## src/hdl/iate_pkg.sv

```systemverilog
// ----------------------------------------------------------------------------
// iate_pkg
// Shared types and constants for the integer array table engine: store
// geometry, request codes and result status codes.
// ----------------------------------------------------------------------------
package iate_pkg;

    // store geometry
    localparam int DEPTH  = 64;
    localparam int ADDR_W = $clog2(DEPTH);
    localparam int CNT_W  = ADDR_W + 1;
    localparam int WORD_W = 32;

    // capacity register
    localparam int             CFG_W     = 7;
    localparam logic [CFG_W-1:0] CAP_RESET = CFG_W'(DEPTH);

    // word returned on an error
    localparam logic signed [WORD_W-1:0] WORD_ERR = '1;

    // request codes
    typedef enum logic [2:0] {
        ACT_PUSH  = 3'd0,
        ACT_POP   = 3'd1,
        ACT_GET   = 3'd2,
        ACT_SET   = 3'd3,
        ACT_DEL   = 3'd4,
        ACT_INS   = 3'd5,
        ACT_HAS   = 3'd6,
        ACT_CLEAR = 3'd7
    } t_action;

    // result status codes
    typedef enum logic [1:0] {
        ST_OK    = 2'd0,
        ST_DUP   = 2'd1,
        ST_RANGE = 2'd2,
        ST_FULL  = 2'd3
    } t_status;

endpackage

```

## src/hdl/iate_if.sv

```systemverilog
// ----------------------------------------------------------------------------
// iate_if
// Valid/ready channels of the integer array table engine: request,
// response and capacity write.
// ----------------------------------------------------------------------------

// request channel
interface iate_req_if;
    logic                                 valid;
    logic                                 ready;
    iate_pkg::t_action                    action;
    logic signed [iate_pkg::WORD_W-1:0]   value;
    logic        [iate_pkg::ADDR_W-1:0]   index;

    modport source (output valid, output action, output value, output index, input ready);
    modport sink   (input valid, input action, input value, input index, output ready);
endinterface

// response channel
interface iate_rsp_if;
    logic                                 valid;
    logic                                 ready;
    logic signed [iate_pkg::WORD_W-1:0]   data;
    iate_pkg::t_status                    status;
    logic                                 found;
    logic                                 empty_res;
    logic        [iate_pkg::CNT_W-1:0]    count;

    modport source (output valid, output data, output status, output found,
                    output empty_res, output count, input ready);
    modport sink   (input valid, input data, input status, input found,
                    input empty_res, input count, output ready);
endinterface

// capacity write channel
interface iate_cfg_if;
    logic                                 valid;
    logic                                 ready;
    logic        [iate_pkg::CFG_W-1:0]    capacity_limit;

    modport source (output valid, output capacity_limit, input ready);
    modport sink   (input valid, input capacity_limit, output ready);
endinterface

```

## src/hdl/integer_array_table_engine.sv

```systemverilog
// ----------------------------------------------------------------------------
// integer_array_table_engine
// Bounded array of signed words with push, pop, get, set, delete, sorted
// unique insert, membership test and clear, one response per request.
// ----------------------------------------------------------------------------
// Usage:
//   i_req carries one request (action, value, index); o_rsp returns one
//   response (data, status, found, empty_res, count) per request, in order.
//   i_cfg writes the capacity limit; it is always ready and is meant to be
//   written only while no request is in flight.
// Sequence per request, one request at a time:
//   push, set, clear and error cases go straight to the output state;
//   pop and get pass through the read state; contains scans the filled
//   entries, one entry per cycle, and stops at the first match; delete
//   reads the deleted word, then moves each entry above it down one place;
//   insert scans for the position and, unless the word lands last or is
//   refused, shifts the entries at and above its position up one place, from
//   the top down, then places the word. The next request is taken the cycle after the response is loaded.
//   The store is a single memory with one read and one write port and a
//   registered read; the scan and shift walks are bound by that port pair.
// Reset: the fill count and all entry valid bits clear and the capacity
//   returns to 64 at once, so the block takes requests as soon as reset is released.
// Stall: the response is held in an output register; the engine finishes
//   the next request and waits until that register is taken.
// ----------------------------------------------------------------------------
module integer_array_table_engine (
    input  logic       i_clk,
    input  logic       i_rst_n,
    iate_req_if.sink   i_req,
    iate_rsp_if.source o_rsp,
    iate_cfg_if.sink   i_cfg
);

    localparam int AW = iate_pkg::ADDR_W;
    localparam int CW = iate_pkg::CNT_W;
    localparam int WW = iate_pkg::WORD_W;

    typedef enum logic [2:0] {
        S_IDLE,
        S_READ,
        S_SCAN,
        S_DEL_HEAD,
        S_DEL_SHIFT,
        S_INS_SHIFT,
        S_INS_PUT,
        S_OUT
    } t_state;

    // control registers
    t_state                    r_state, n_state;
    logic [CW-1:0]             r_cnt, n_cnt;
    logic [iate_pkg::CFG_W-1:0] r_cap;
    logic [iate_pkg::DEPTH-1:0] r_vld, n_vld;
    logic [CW-1:0]             r_ptr, n_ptr;
    logic [CW-1:0]             r_pos, n_pos;
    logic                      r_pend, n_pend;
    logic                      r_ovld;

    // request and result registers
    iate_pkg::t_action         r_act, n_act;
    logic signed [WW-1:0]      r_value, n_value;
    logic signed [WW-1:0]      r_res_data, n_res_data;
    iate_pkg::t_status         r_res_status, n_res_status;
    logic                      r_res_found, n_res_found;
    logic signed [WW-1:0]      r_o_data;
    iate_pkg::t_status         r_o_status;
    logic                      r_o_found;
    logic                      r_o_empty;
    logic [CW-1:0]             r_o_count;

    // memory
    logic [WW-1:0]             r_mem [iate_pkg::DEPTH];
    logic [WW-1:0]             r_rdata;
    logic                      r_rvld;

    // memory port controls
    logic                      w_we;
    logic [AW-1:0]             w_waddr;
    logic [WW-1:0]             w_wdata;
    logic                      w_re;
    logic [AW-1:0]             w_raddr;

    logic                      w_req_xfer;
    logic                      w_load;
    logic [CW-1:0]             w_cap;
    logic                      w_full;
    logic signed [WW-1:0]      w_rword;
    logic                      w_hit;
    logic                      w_ins_end;
    logic                      w_dup;
    logic [CW-1:0]             w_pos;

    // handshakes
    assign i_req.ready = i_rst_n && (r_state == S_IDLE);
    assign i_cfg.ready = i_rst_n;
    assign w_req_xfer  = i_req.valid && i_req.ready;
    assign w_load      = (r_state == S_OUT) && (!r_ovld || o_rsp.ready);

    // usable capacity: zero acts as one, above the depth acts as the depth
    always_comb begin
        if (r_cap == '0) begin
            w_cap = CW'(1);
        end else if (CW'(r_cap) > CW'(iate_pkg::DEPTH)) begin
            w_cap = CW'(iate_pkg::DEPTH);
        end else begin
            w_cap = CW'(r_cap);
        end
    end

    assign w_full  = (r_cnt >= w_cap);
    assign w_rword = r_rvld ? $signed(r_rdata) : '0;

    // scan compare against the word in flight
    always_comb begin
        if (r_act == iate_pkg::ACT_HAS) begin
            w_hit = r_pend && (w_rword == r_value);
        end else begin
            w_hit = r_pend && (r_value <= w_rword);
        end
    end

    // sequencer
    always_comb begin
        n_state      = r_state;
        n_cnt        = r_cnt;
        n_vld        = r_vld;
        n_ptr        = r_ptr;
        n_pos        = r_pos;
        n_pend       = r_pend;
        n_act        = r_act;
        n_value      = r_value;
        n_res_data   = r_res_data;
        n_res_status = r_res_status;
        n_res_found  = r_res_found;
        w_we         = 1'b0;
        w_waddr      = r_ptr[AW-1:0];
        w_wdata      = r_value;
        w_re         = 1'b0;
        w_raddr      = r_ptr[AW-1:0];
        w_ins_end    = 1'b0;
        w_dup        = 1'b0;
        w_pos        = r_cnt;

        case (r_state)
            S_IDLE: begin
                if (w_req_xfer) begin
                    n_act        = i_req.action;
                    n_value      = i_req.value;
                    n_res_data   = '0;
                    n_res_status = iate_pkg::ST_OK;
                    n_res_found  = 1'b0;
                    n_ptr        = '0;
                    n_pend       = 1'b0;
                    n_state      = S_OUT;
                    case (i_req.action)
                        iate_pkg::ACT_PUSH: begin
                            if (w_full) begin
                                n_res_status = iate_pkg::ST_FULL;
                                n_res_data   = iate_pkg::WORD_ERR;
                            end else begin
                                w_we           = 1'b1;
                                w_waddr        = r_cnt[AW-1:0];
                                w_wdata        = i_req.value;
                                n_vld[w_waddr] = 1'b1;
                                n_cnt          = r_cnt + CW'(1);
                            end
                        end
                        iate_pkg::ACT_POP: begin
                            if (r_cnt == '0) begin
                                n_res_status = iate_pkg::ST_RANGE;
                                n_res_data   = iate_pkg::WORD_ERR;
                            end else begin
                                w_re    = 1'b1;
                                w_raddr = AW'(r_cnt - CW'(1));
                                n_cnt   = r_cnt - CW'(1);
                                n_state = S_READ;
                            end
                        end
                        iate_pkg::ACT_GET: begin
                            if (CW'(i_req.index) >= w_cap) begin
                                n_res_status = iate_pkg::ST_RANGE;
                                n_res_data   = iate_pkg::WORD_ERR;
                            end else begin
                                w_re    = 1'b1;
                                w_raddr = i_req.index;
                                n_state = S_READ;
                            end
                        end
                        iate_pkg::ACT_SET: begin
                            if (CW'(i_req.index) >= w_cap) begin
                                n_res_status = iate_pkg::ST_RANGE;
                                n_res_data   = iate_pkg::WORD_ERR;
                            end else begin
                                w_we           = 1'b1;
                                w_waddr        = i_req.index;
                                w_wdata        = i_req.value;
                                n_vld[w_waddr] = 1'b1;
                            end
                        end
                        iate_pkg::ACT_DEL: begin
                            if (CW'(i_req.index) >= r_cnt) begin
                                n_res_status = iate_pkg::ST_RANGE;
                                n_res_data   = iate_pkg::WORD_ERR;
                            end else begin
                                w_re    = 1'b1;
                                w_raddr = i_req.index;
                                n_ptr   = CW'(i_req.index);
                                n_state = S_DEL_HEAD;
                            end
                        end
                        iate_pkg::ACT_INS, iate_pkg::ACT_HAS: begin
                            n_state = S_SCAN;
                        end
                        iate_pkg::ACT_CLEAR: begin
                            n_vld = '0;
                            n_cnt = '0;
                        end
                        default: begin
                            n_state = S_OUT;
                        end
                    endcase
                end
            end

            // single read result
            S_READ: begin
                n_res_data = w_rword;
                n_state    = S_OUT;
            end

            // walk the filled entries, one read issued per cycle
            S_SCAN: begin
                if (w_hit) begin
                    if (r_act == iate_pkg::ACT_HAS) begin
                        n_res_found = 1'b1;
                        n_state     = S_OUT;
                    end else begin
                        w_ins_end = 1'b1;
                        w_dup     = (w_rword == r_value);
                        w_pos     = r_ptr - CW'(1);
                    end
                end else if (r_ptr < r_cnt) begin
                    w_re   = 1'b1;
                    n_ptr  = r_ptr + CW'(1);
                    n_pend = 1'b1;
                end else if (r_act == iate_pkg::ACT_HAS) begin
                    n_state = S_OUT;
                end else begin
                    w_ins_end = 1'b1;
                    w_pos     = r_cnt;
                end

                // insert decision once the position is known
                if (w_ins_end) begin
                    n_pos   = w_pos;
                    n_state = S_OUT;
                    if (w_dup) begin
                        n_res_status = iate_pkg::ST_DUP;
                    end else if (w_full) begin
                        n_res_status = iate_pkg::ST_FULL;
                        n_res_data   = iate_pkg::WORD_ERR;
                    end else if (r_cnt == w_pos) begin
                        w_we           = 1'b1;
                        w_waddr        = w_pos[AW-1:0];
                        n_vld[w_waddr] = 1'b1;
                        n_cnt          = r_cnt + CW'(1);
                    end else begin
                        w_re    = 1'b1;
                        w_raddr = AW'(r_cnt - CW'(1));
                        n_ptr   = r_cnt;
                        n_state = S_INS_SHIFT;
                    end
                end
            end

            // move one entry up per cycle, from the top down
            S_INS_SHIFT: begin
                w_we           = 1'b1;
                w_wdata        = w_rword;
                n_vld[w_waddr] = 1'b1;
                n_ptr          = r_ptr - CW'(1);
                if ((r_ptr - CW'(1)) > r_pos) begin
                    w_re    = 1'b1;
                    w_raddr = AW'(r_ptr - CW'(2));
                end else begin
                    n_state = S_INS_PUT;
                end
            end

            // place the new word at its position
            S_INS_PUT: begin
                w_we           = 1'b1;
                w_waddr        = r_pos[AW-1:0];
                n_vld[w_waddr] = 1'b1;
                n_cnt          = r_cnt + CW'(1);
                n_state        = S_OUT;
            end

            // deleted word arrives; start the left shift, or free the slot if it was the top entry
            S_DEL_HEAD: begin
                n_res_data = w_rword;
                if ((r_ptr + CW'(1)) < r_cnt) begin
                    w_re    = 1'b1;
                    w_raddr = AW'(r_ptr + CW'(1));
                    n_state = S_DEL_SHIFT;
                end else begin
                    n_vld[r_ptr[AW-1:0]] = 1'b0;
                    n_cnt                = r_cnt - CW'(1);
                    n_state              = S_OUT;
                end
            end

            // move one entry down per cycle, invalidate the freed top slot
            S_DEL_SHIFT: begin
                w_we           = 1'b1;
                w_wdata        = w_rword;
                n_vld[w_waddr] = 1'b1;
                if ((r_ptr + CW'(2)) < r_cnt) begin
                    w_re    = 1'b1;
                    w_raddr = AW'(r_ptr + CW'(2));
                    n_ptr   = r_ptr + CW'(1);
                end else begin
                    n_vld[AW'(r_cnt - CW'(1))] = 1'b0;
                    n_cnt                      = r_cnt - CW'(1);
                    n_state                    = S_OUT;
                end
            end

            // hand the result to the output register
            S_OUT: begin
                if (w_load) begin
                    n_state = S_IDLE;
                end
            end

            default: begin
                n_state = S_IDLE;
            end
        endcase
    end

    // state and registered outputs
    always_ff @(posedge i_clk) begin
        if (!i_rst_n) begin
            r_state <= S_IDLE;
            r_cnt   <= '0;
            r_cap   <= iate_pkg::CAP_RESET;
            r_vld   <= '0;
            r_ptr   <= '0;
            r_pos   <= '0;
            r_pend  <= 1'b0;
            r_ovld  <= 1'b0;
        end else begin
            r_state <= n_state;
            r_cnt   <= n_cnt;
            r_vld   <= n_vld;
            r_ptr   <= n_ptr;
            r_pos   <= n_pos;
            r_pend  <= n_pend;
            if (i_cfg.valid && i_cfg.ready) begin
                r_cap <= i_cfg.capacity_limit;
            end
            if (w_load) begin
                r_ovld <= 1'b1;
            end else if (o_rsp.ready) begin
                r_ovld <= 1'b0;
            end
        end
        r_act        <= n_act;
        r_value      <= n_value;
        r_res_data   <= n_res_data;
        r_res_status <= n_res_status;
        r_res_found  <= n_res_found;
        if (w_load) begin
            r_o_data   <= r_res_data;
            r_o_status <= r_res_status;
            r_o_found  <= r_res_found;
            r_o_empty  <= (r_cnt == '0);
            r_o_count  <= r_cnt;
        end
    end

    // entry memory, read-first, registered read
    always_ff @(posedge i_clk) begin
        if (w_we) begin
            r_mem[w_waddr] <= w_wdata;
        end
        if (w_re) begin
            r_rdata <= r_mem[w_raddr];
            r_rvld  <= r_vld[w_raddr];
        end
    end

    // response outputs
    assign o_rsp.valid     = r_ovld;
    assign o_rsp.data      = r_o_data;
    assign o_rsp.status    = r_o_status;
    assign o_rsp.found     = r_o_found;
    assign o_rsp.empty_res = r_o_empty;
    assign o_rsp.count     = r_o_count;

    // fill count stays within the store
    a_cnt_bound: assert property (@(posedge i_clk) disable iff (!i_rst_n)
        r_cnt <= CW'(iate_pkg::DEPTH))
        else $error("fill count beyond store depth");

    // shift walks never read and write the same entry in one cycle
    a_no_rw_clash: assert property (@(posedge i_clk) disable iff (!i_rst_n)
        (w_we && w_re) |-> (w_waddr != w_raddr))
        else $error("read and write to the same entry in one cycle");

    // one request at a time: a transfer closes the request channel
    a_one_at_a_time: assert property (@(posedge i_clk) disable iff (!i_rst_n)
        w_req_xfer |=> !i_req.ready)
        else $error("request taken while another is in flight");

    // a scan read is in flight only during a scan
    a_pend_scan: assert property (@(posedge i_clk) disable iff (!i_rst_n)
        (r_state == S_SCAN && w_re) |=> (r_pend && r_state != S_IDLE))
        else $error("scan read lost");

endmodule

```

## src/flat_wrapper.sv

```systemverilog
// flat-port wrapper written by rule: the top's interface ports become plain ports
module integer_array_table_engine_flat 
  (i_clk, i_rst_n, i_req_valid, i_req_action, i_req_value, i_req_index, i_req_ready, o_rsp_valid, o_rsp_data, o_rsp_status, o_rsp_found, o_rsp_empty_res, o_rsp_count, o_rsp_ready, i_cfg_valid, i_cfg_capacity_limit, i_cfg_ready);
  iate_req_if i_req_i ();
  iate_rsp_if o_rsp_i ();
  iate_cfg_if i_cfg_i ();
  input  logic i_clk;
  input  logic i_rst_n;
  input wire logic [$bits(i_req_i.valid)-1:0] i_req_valid;
  input wire logic [$bits(i_req_i.action)-1:0] i_req_action;
  input wire logic [$bits(i_req_i.value)-1:0] i_req_value;
  input wire logic [$bits(i_req_i.index)-1:0] i_req_index;
  output wire logic [$bits(i_req_i.ready)-1:0] i_req_ready;
  output wire logic [$bits(o_rsp_i.valid)-1:0] o_rsp_valid;
  output wire logic [$bits(o_rsp_i.data)-1:0] o_rsp_data;
  output wire logic [$bits(o_rsp_i.status)-1:0] o_rsp_status;
  output wire logic [$bits(o_rsp_i.found)-1:0] o_rsp_found;
  output wire logic [$bits(o_rsp_i.empty_res)-1:0] o_rsp_empty_res;
  output wire logic [$bits(o_rsp_i.count)-1:0] o_rsp_count;
  input wire logic [$bits(o_rsp_i.ready)-1:0] o_rsp_ready;
  input wire logic [$bits(i_cfg_i.valid)-1:0] i_cfg_valid;
  input wire logic [$bits(i_cfg_i.capacity_limit)-1:0] i_cfg_capacity_limit;
  output wire logic [$bits(i_cfg_i.ready)-1:0] i_cfg_ready;
  assign i_req_i.valid = i_req_valid;
  assign i_req_i.action = i_req_action;
  assign i_req_i.value = i_req_value;
  assign i_req_i.index = i_req_index;
  assign i_req_ready = i_req_i.ready;
  assign o_rsp_valid = o_rsp_i.valid;
  assign o_rsp_data = o_rsp_i.data;
  assign o_rsp_status = o_rsp_i.status;
  assign o_rsp_found = o_rsp_i.found;
  assign o_rsp_empty_res = o_rsp_i.empty_res;
  assign o_rsp_count = o_rsp_i.count;
  assign o_rsp_i.ready = o_rsp_ready;
  assign i_cfg_i.valid = i_cfg_valid;
  assign i_cfg_i.capacity_limit = i_cfg_capacity_limit;
  assign i_cfg_ready = i_cfg_i.ready;
  integer_array_table_engine u_core (.i_clk(i_clk), .i_rst_n(i_rst_n), .i_req(i_req_i), .o_rsp(o_rsp_i), .i_cfg(i_cfg_i));
endmodule
```

## config.mk

```make
export PLATFORM = sky130hd
export DESIGN_NAME = integer_array_table_engine_flat
export DESIGN_NICKNAME = d
export VERILOG_FILES = /design/src/hdl/iate_pkg.sv /design/src/hdl/iate_if.sv /design/src/hdl/integer_array_table_engine.sv /design/src/flat_wrapper.sv
export SDC_FILE = /design/constraint.sdc
export NUM_CORES = 2
export LEC_CHECK = 0
export ABC_AREA = 1
export ABC_CLOCK_PERIOD_IN_PS = 7600
export BUFFER_PORTS_ARGS = -buffer_cell sky130_fd_sc_hd__buf_2
export CELL_PAD_IN_SITES_DETAIL_PLACEMENT = 0
export CELL_PAD_IN_SITES_GLOBAL_PLACEMENT = 2
export CORE_ASPECT_RATIO = 1.75
export CORE_UTILIZATION = 42
export DETAILED_ROUTE_END_ITERATION = 10
export HOLD_SLACK_MARGIN = 0.08
export PLACE_DENSITY_LB_ADDON = 0.1
export SETUP_SLACK_MARGIN = 0.4
export SYNTH_ARGS = -nofsm -noshare
export SYNTH_HDL_FRONTEND = slang
export SYNTH_SLANG_ARGS = --single-unit
```

## constraint.sdc

```tcl
create_clock -name i_clk -period 7.6 [get_ports i_clk]
set_clock_uncertainty 0.1 [all_clocks]
set_input_delay 1.52 -clock i_clk [delete_from_list [all_inputs] [get_ports i_clk]]
set_output_delay 1.52 -clock i_clk [all_outputs]
set_load 0.01 [all_outputs]
```

# Word level (Yosys, flattened, before mapping)
# Memory sizes are Yosys's and may differ from the RTL's. A register that Yosys moved wholly into a read port is not among the register bits.
# Index checks and enable logic that the tools add are counted.
[classes]
addsub = 6
n_lt_le_gt_ge = 22
eq_ne = 39
muxes = 158
bitwise = 9
reduce_logical = 40
[ops]
columns = ["operator", "count"]
rows = [
  ["$mux W64", 9],
  ["$mux W32", 12],
  ["$pmux W64 S6", 1],
  ["$or A64 B64 Y64", 5],
  ["$pmux W64 S3", 1],
  ["$mux W7", 23],
  ["$and A64 B64 Y64", 2],
  ["$not A64 Y64", 2],
  ["$pmux W32 S2", 2],
  ["$pmux W32 S4", 1],
  ["$mux W6", 18],
  ["$pmux W32 S3", 1],
  ["$lt A6 B7 Y1 const B", 7],
  ["$mux W1", 43],
  ["$mux W3", 13],
  ["$demux W1 S6", 6],
  ["$ge A6 B1 Y1 const B", 6],
  ["$pmux W6 S3", 2],
  ["$pmux W7 S5", 1],
  ["$eq A32 B32 Y1", 1],
  ["$le A32 B32 Y1", 1],
  ["$pmux W6 S5", 1],
  ["$pmux W7 S4", 1],
  ["$eq A3 B3 Y1 const B", 9],
  ["other kinds (47)", 106],
]
[totals]
regBits = 211
ram_bits = 2048
inputBits = 53
out_inout_bits = 46
elab_cells = 294
mem_count = 1
[memory_table]
columns = ["memory", "words", "word_bits", "rd", "rd_ports_with_merged_regs", "wr", "line_no", "rtl"]
rows = [
  ["u_core.r_mem", 64, 32, 1, 1, 1, "integer_array_table_engine.sv:72", "logic [WW-1:0] r_mem [iate_pkg::DEPTH];"],
]

# Depth between registers and ports, before layout
[logic_depth]
depth_word = 16
depth_mapped = 39
mapped_depth_nobuf = 37

# Worst setup path after synthesis
# No wires, ideal clock.
[synth_path]
path_kind = "input port to flip-flop"
start = "in i_req_index[0]"
end = "mem u_core.r_mem[43][0] (netlist name), enable pin"
arrival_time_ns = 5.876
path_slack_ns = 1.163
path_stages = 19
path_cell_list = "clkinv_1 -> ha_1 -> nand2_1 -> nor2_1 -> nand4_1 -> nand3_1 -> clkbuf_1 -> o21ai_0 -> nand2_1 -> o21ai_0 -> nand2_1 -> o21ai_0 -> nand2_1 -> o211ai_1 -> nor2_1 -> inv_1 -> nor2_1 -> nand2_1 -> nor3_1"
[synth_between]
elab_chain_cells = 7
word_cells_on_any_way = 11
cone_classes = "order compare (1); mux (10)"
[synth_lines]
columns = ["element", "line_no", "rtl"]
rows = [
  ["start, declared", "flat_wrapper.sv:12", "input wire logic [$bits(i_req_i.index)-1:0] i_req_index;"],
  ["$ge A6 B7 Y1", "integer_array_table_engine.sv:190", "if (CW'(i_req.index) >= w_cap) begin"],
  ["$mux W1", "integer_array_table_engine.sv:190", ""],
  ["$pmux W1 S2", "integer_array_table_engine.sv:155", "case (i_req.action)"],
  ["$mux W1", "integer_array_table_engine.sv:146", "if (w_req_xfer) begin"],
  ["$pmux W1 S3", "integer_array_table_engine.sv:144", "case (r_state)"],
  ["$mux W1", "integer_array_table_engine.sv:385", "if (w_we) begin"],
  ["$mux W1 (implied by the code)", "integer_array_table_engine.sv:386", "r_mem[w_waddr] <= w_wdata;"],
  ["end, declared", "integer_array_table_engine.sv:72", ""],
]
# Parallel ways exist; a longest one is shown, timed or not.

# Worst setup path after layout
[layout_path]
start = "in i_req_index[0]"
end = "reg u_core.r_rvld, data pin"
[layout_between]
elab_chain_cells = 7
word_cells_on_any_way = 9
cone_classes = "order compare (2); mux (7)"
[layout_lines]
columns = ["element", "line_no", "rtl"]
rows = [
  ["$ge A6 B7 Y1, on equally long branches", "integer_array_table_engine.sv:201, integer_array_table_engine.sv:180", ""],
  ["$mux W6, on equally long branches", "integer_array_table_engine.sv:201, integer_array_table_engine.sv:180", ""],
  ["$pmux W6 S3 *", "integer_array_table_engine.sv:155", ""],
  ["$mux W6 *", "integer_array_table_engine.sv:146", ""],
  ["$pmux W6 S5 *", "integer_array_table_engine.sv:144", ""],
  ["$bmux W1 S6 *", "integer_array_table_engine.sv:390", "r_rvld <= r_vld[w_raddr];"],
  ["$mux W1 (implied by the code) *", "integer_array_table_engine.sv:390", ""],
  ["end signal, assigned", "integer_array_table_engine.sv:390", ""],
  ["end, declared", "integer_array_table_engine.sv:74", "logic r_rvld;"],
]
# Every way passes the cells marked *; elsewhere a longest branch is shown, timed or not. The select of a mux whose other input is x is not followed.
# A chain may end at the register's enable or synchronous reset.

==> results.cfg <==
[floorplan]
io_pins = 99
fp.coreArea_mm2 = 0.257
die_area_mm2 = 0.260
initial_utilization_pct = 42.2
core.rowCount = 246
fp.dieW_um = 386
die_h_um = 674

[route]
viasPerCell = 5.64
firstDrtPassIters = 8
num_vias = 80800
dr.first_iter.drc_count = 6393
wirelength_um = 394000
drc = 0
ant_nets = 0
routedWlPerCell_um = 27.5

[logic_synthesis]
synth_top_area_share_pct = 60.8
synth.distinct_cells = 54
yosysTopAreaCell = edfxtp_1
ys.warnings.count = 0
synth_area_leaders = edfxtp_1, nand3_1, nand2_1
netlist_area_mm2 = 0.108
yosys-top-cells-count = nand3_1, edfxtp_1, nand2_1
async_flop_share_pct = 0
avgSynthCellArea_um2 = 10.1
synth-edff-count = 2194
syn_inst = 10700
yosys.cell_count.top_type = nand3_1
ys.flop_type = edfxtp_1
synth_nets = 10900
synth-seq-cells = 2291
ys_seq_area_share_pct = 62.6

[timing]
setup_viol = 0
rsz0062_at_grt = no
finalCritPeriodShare_pct = 91.4
fmax_ghz = 0.144
worst_pin_slew_ns = 1.17
timing.final.crit_period_ns = 6.95
holdWs_ns = 0.273
slew_viol_final = 0
final-hold-violation-count = 0
relSlewSlack_pct = 21.3
setup_total_negative_slack_ns = 0

[clock_tree]
cts_tree = yes
cts_setup_buffers = 0
cts_num_sinks = 2291
numCtsBuffers = 225
htree_num_levels = 4
clkTransAtPathRegs_ns = 0.06
clk_latency_ns = 0.92
cts-root-buf = clkbuf_16
clk_path_buf_depth = 4

[worst_setup_path]
critPathKind = in -> reg
endpoint_kind = flip-flop
required_ns = 8.12
worstSetupStartpointType = input port
worstPathMaxFanout = 37
arrival_ns = 7.47

[outcome]
status = completed

[cells_and_area]
drive_gt1_share_pct = 8.56
layout.nets = 10900
area_growth_pct = 13.2

[global_route]
met2_usage_pct = 53.6
grt_util_all_layers_pct = 30.0
antenna_found_initial = 7
grt-ovfl-total = 0
grt_max_degree = 162
use_met3_pct = 3.74
grt_pass1_vias = 78800
grt_util_met1_pct = 34.0
grt_busiest_layer = met2
grt_pass1_wl_um = 564000

[placement]
hpwl_um = 251000
port-buffer-count = 98
place_congestion = 1.01

[worst_hold_path]
worstHoldPathType = reg -> reg

[flow_run]
maxCapViolCount = 0
## sequential cells by signal, indices dropped and copies added, names as in the netlist, 2 cells and up
name / count
u_core.r_ptr: 7
u_core.r_value: 32
u_core.r_res_status: 2
u_core.r_state: 3
u_core.r_res_data: 32
u_core.o_rsp.count: 7
u_core.r_vld: 64
u_core.r_cap: 7
u_core.r_mem: 2048
u_core.r_rdata: 32
u_core.o_rsp.status: 2
u_core.o_rsp.data: 32
u_core.r_pos: 7
u_core.r_cnt: 7
u_core.r_act: 3
## layout by cell type, fill, tap and decap left out, drive strengths merged, types with 22 or more instances in the layout
master,n
nand3,2285
edfxtp,2194
nand2,1814
inv,1563
nand3b,640
buf,498
nor2,412
o21ai,326
clkbuf,264
a21oi,149
clkinv,120
o22ai,98
dfxtp,97
o211ai,86
ha,85
o221ai,40
a31oi,36
nor3,34
a32o,31
nand4,26
bufinv,26
a41oi,22
## final cells by class
class,count,area [um2]
fill,23800,134000
clock inverter,146,1450
sequential,2291,67800
clock buffer,264,5830
timing repair buffer,498,5310
multi-input combinational,6176,32200
inverter,1575,5940
tap,3348,4190
antenna,20,50.0
## worst paths after layout
kind | start | endpoint | slack, ns | cells after the start
max | i_req_index[0] | u_core.r_rvld$_DFFE_PP_ | 0.65 | 23
min | u_core.r_res_data[2]$_DFFE_PP_ | u_core.o_rsp.data[2]$_DFFE_PP_ | 0.27 | 0
max reg2reg | u_core.r_ptr[0]$_SDFFE_PN0P_ | u_core.r_rvld$_DFFE_PP_ | 0.71 | 25
min reg2reg | u_core.r_res_data[2]$_DFFE_PP_ | u_core.o_rsp.data[2]$_DFFE_PP_ | 0.27 | 0
## per-layer routing
metal,up-vias,share of wire [%]
li1,37000,-
met1,40100,37
met2,2690,52
met3,900,4.8
met4,2,6.5
met5,-,0.0033
## logic make-up after synthesis
| logic type | share of synthesized area [%] |
|---|---|
| adder cells (fa/ha/maj) | 0.981 |
| AO/OA/AOI/OAI | 4.87 |
| flip-flops | 62.6 |
| buffers and inverters | 8.32 |
| AND/OR/NAND/NOR | 23.1 |
| XOR/XNOR | 0.154 |
## stage by stage
step / cell area [um2] / cells / setup slack [ns] / utilization, %
finish: 123000 / 14300 / 0.655 / 47.8
global route: 123000 / 14300 / 0.409 / 47.8
CTS: 123000 / 14300 / 0.419 / 47.8
detailed placement: 115000 / 13900 / -0.213 / 45.0
global placement: 115000 / 13900 / -0.228 / 45.0
floorplan: 108000 / 10700 / 1.16 / -
## worst max-delay path, stage by stage
cell and delay [ns]:
buf_2 0.15, clkinv_1 0.55, ha_1 0.55, nand2_1 0.05
nor2_1 0.14, nand4_1 0.12, nand4_1 0.45, nor2_1 0.13
a211oi_1 0.20, a21oi_1 0.13, nor3_1 0.60, nand2_8 0.34
nand2_8 0.34, buf_12 0.30, buf_12 0.25, nand2_1 0.14
nand3_1 0.12, nand3_1 0.07, nand3_1 0.07, nand3_1 0.07
nand3_1 0.24, nand2_1 0.47, buf_12 0.29
## timing repair
action	in CTS	in global routing
resized for setup	0	2
hold buffers	0	0
endpoints found under the setup margin	0	4
Power is not shown: default switching activity piles up to over one toggle a cycle in this logic, so the estimate is an artifact.
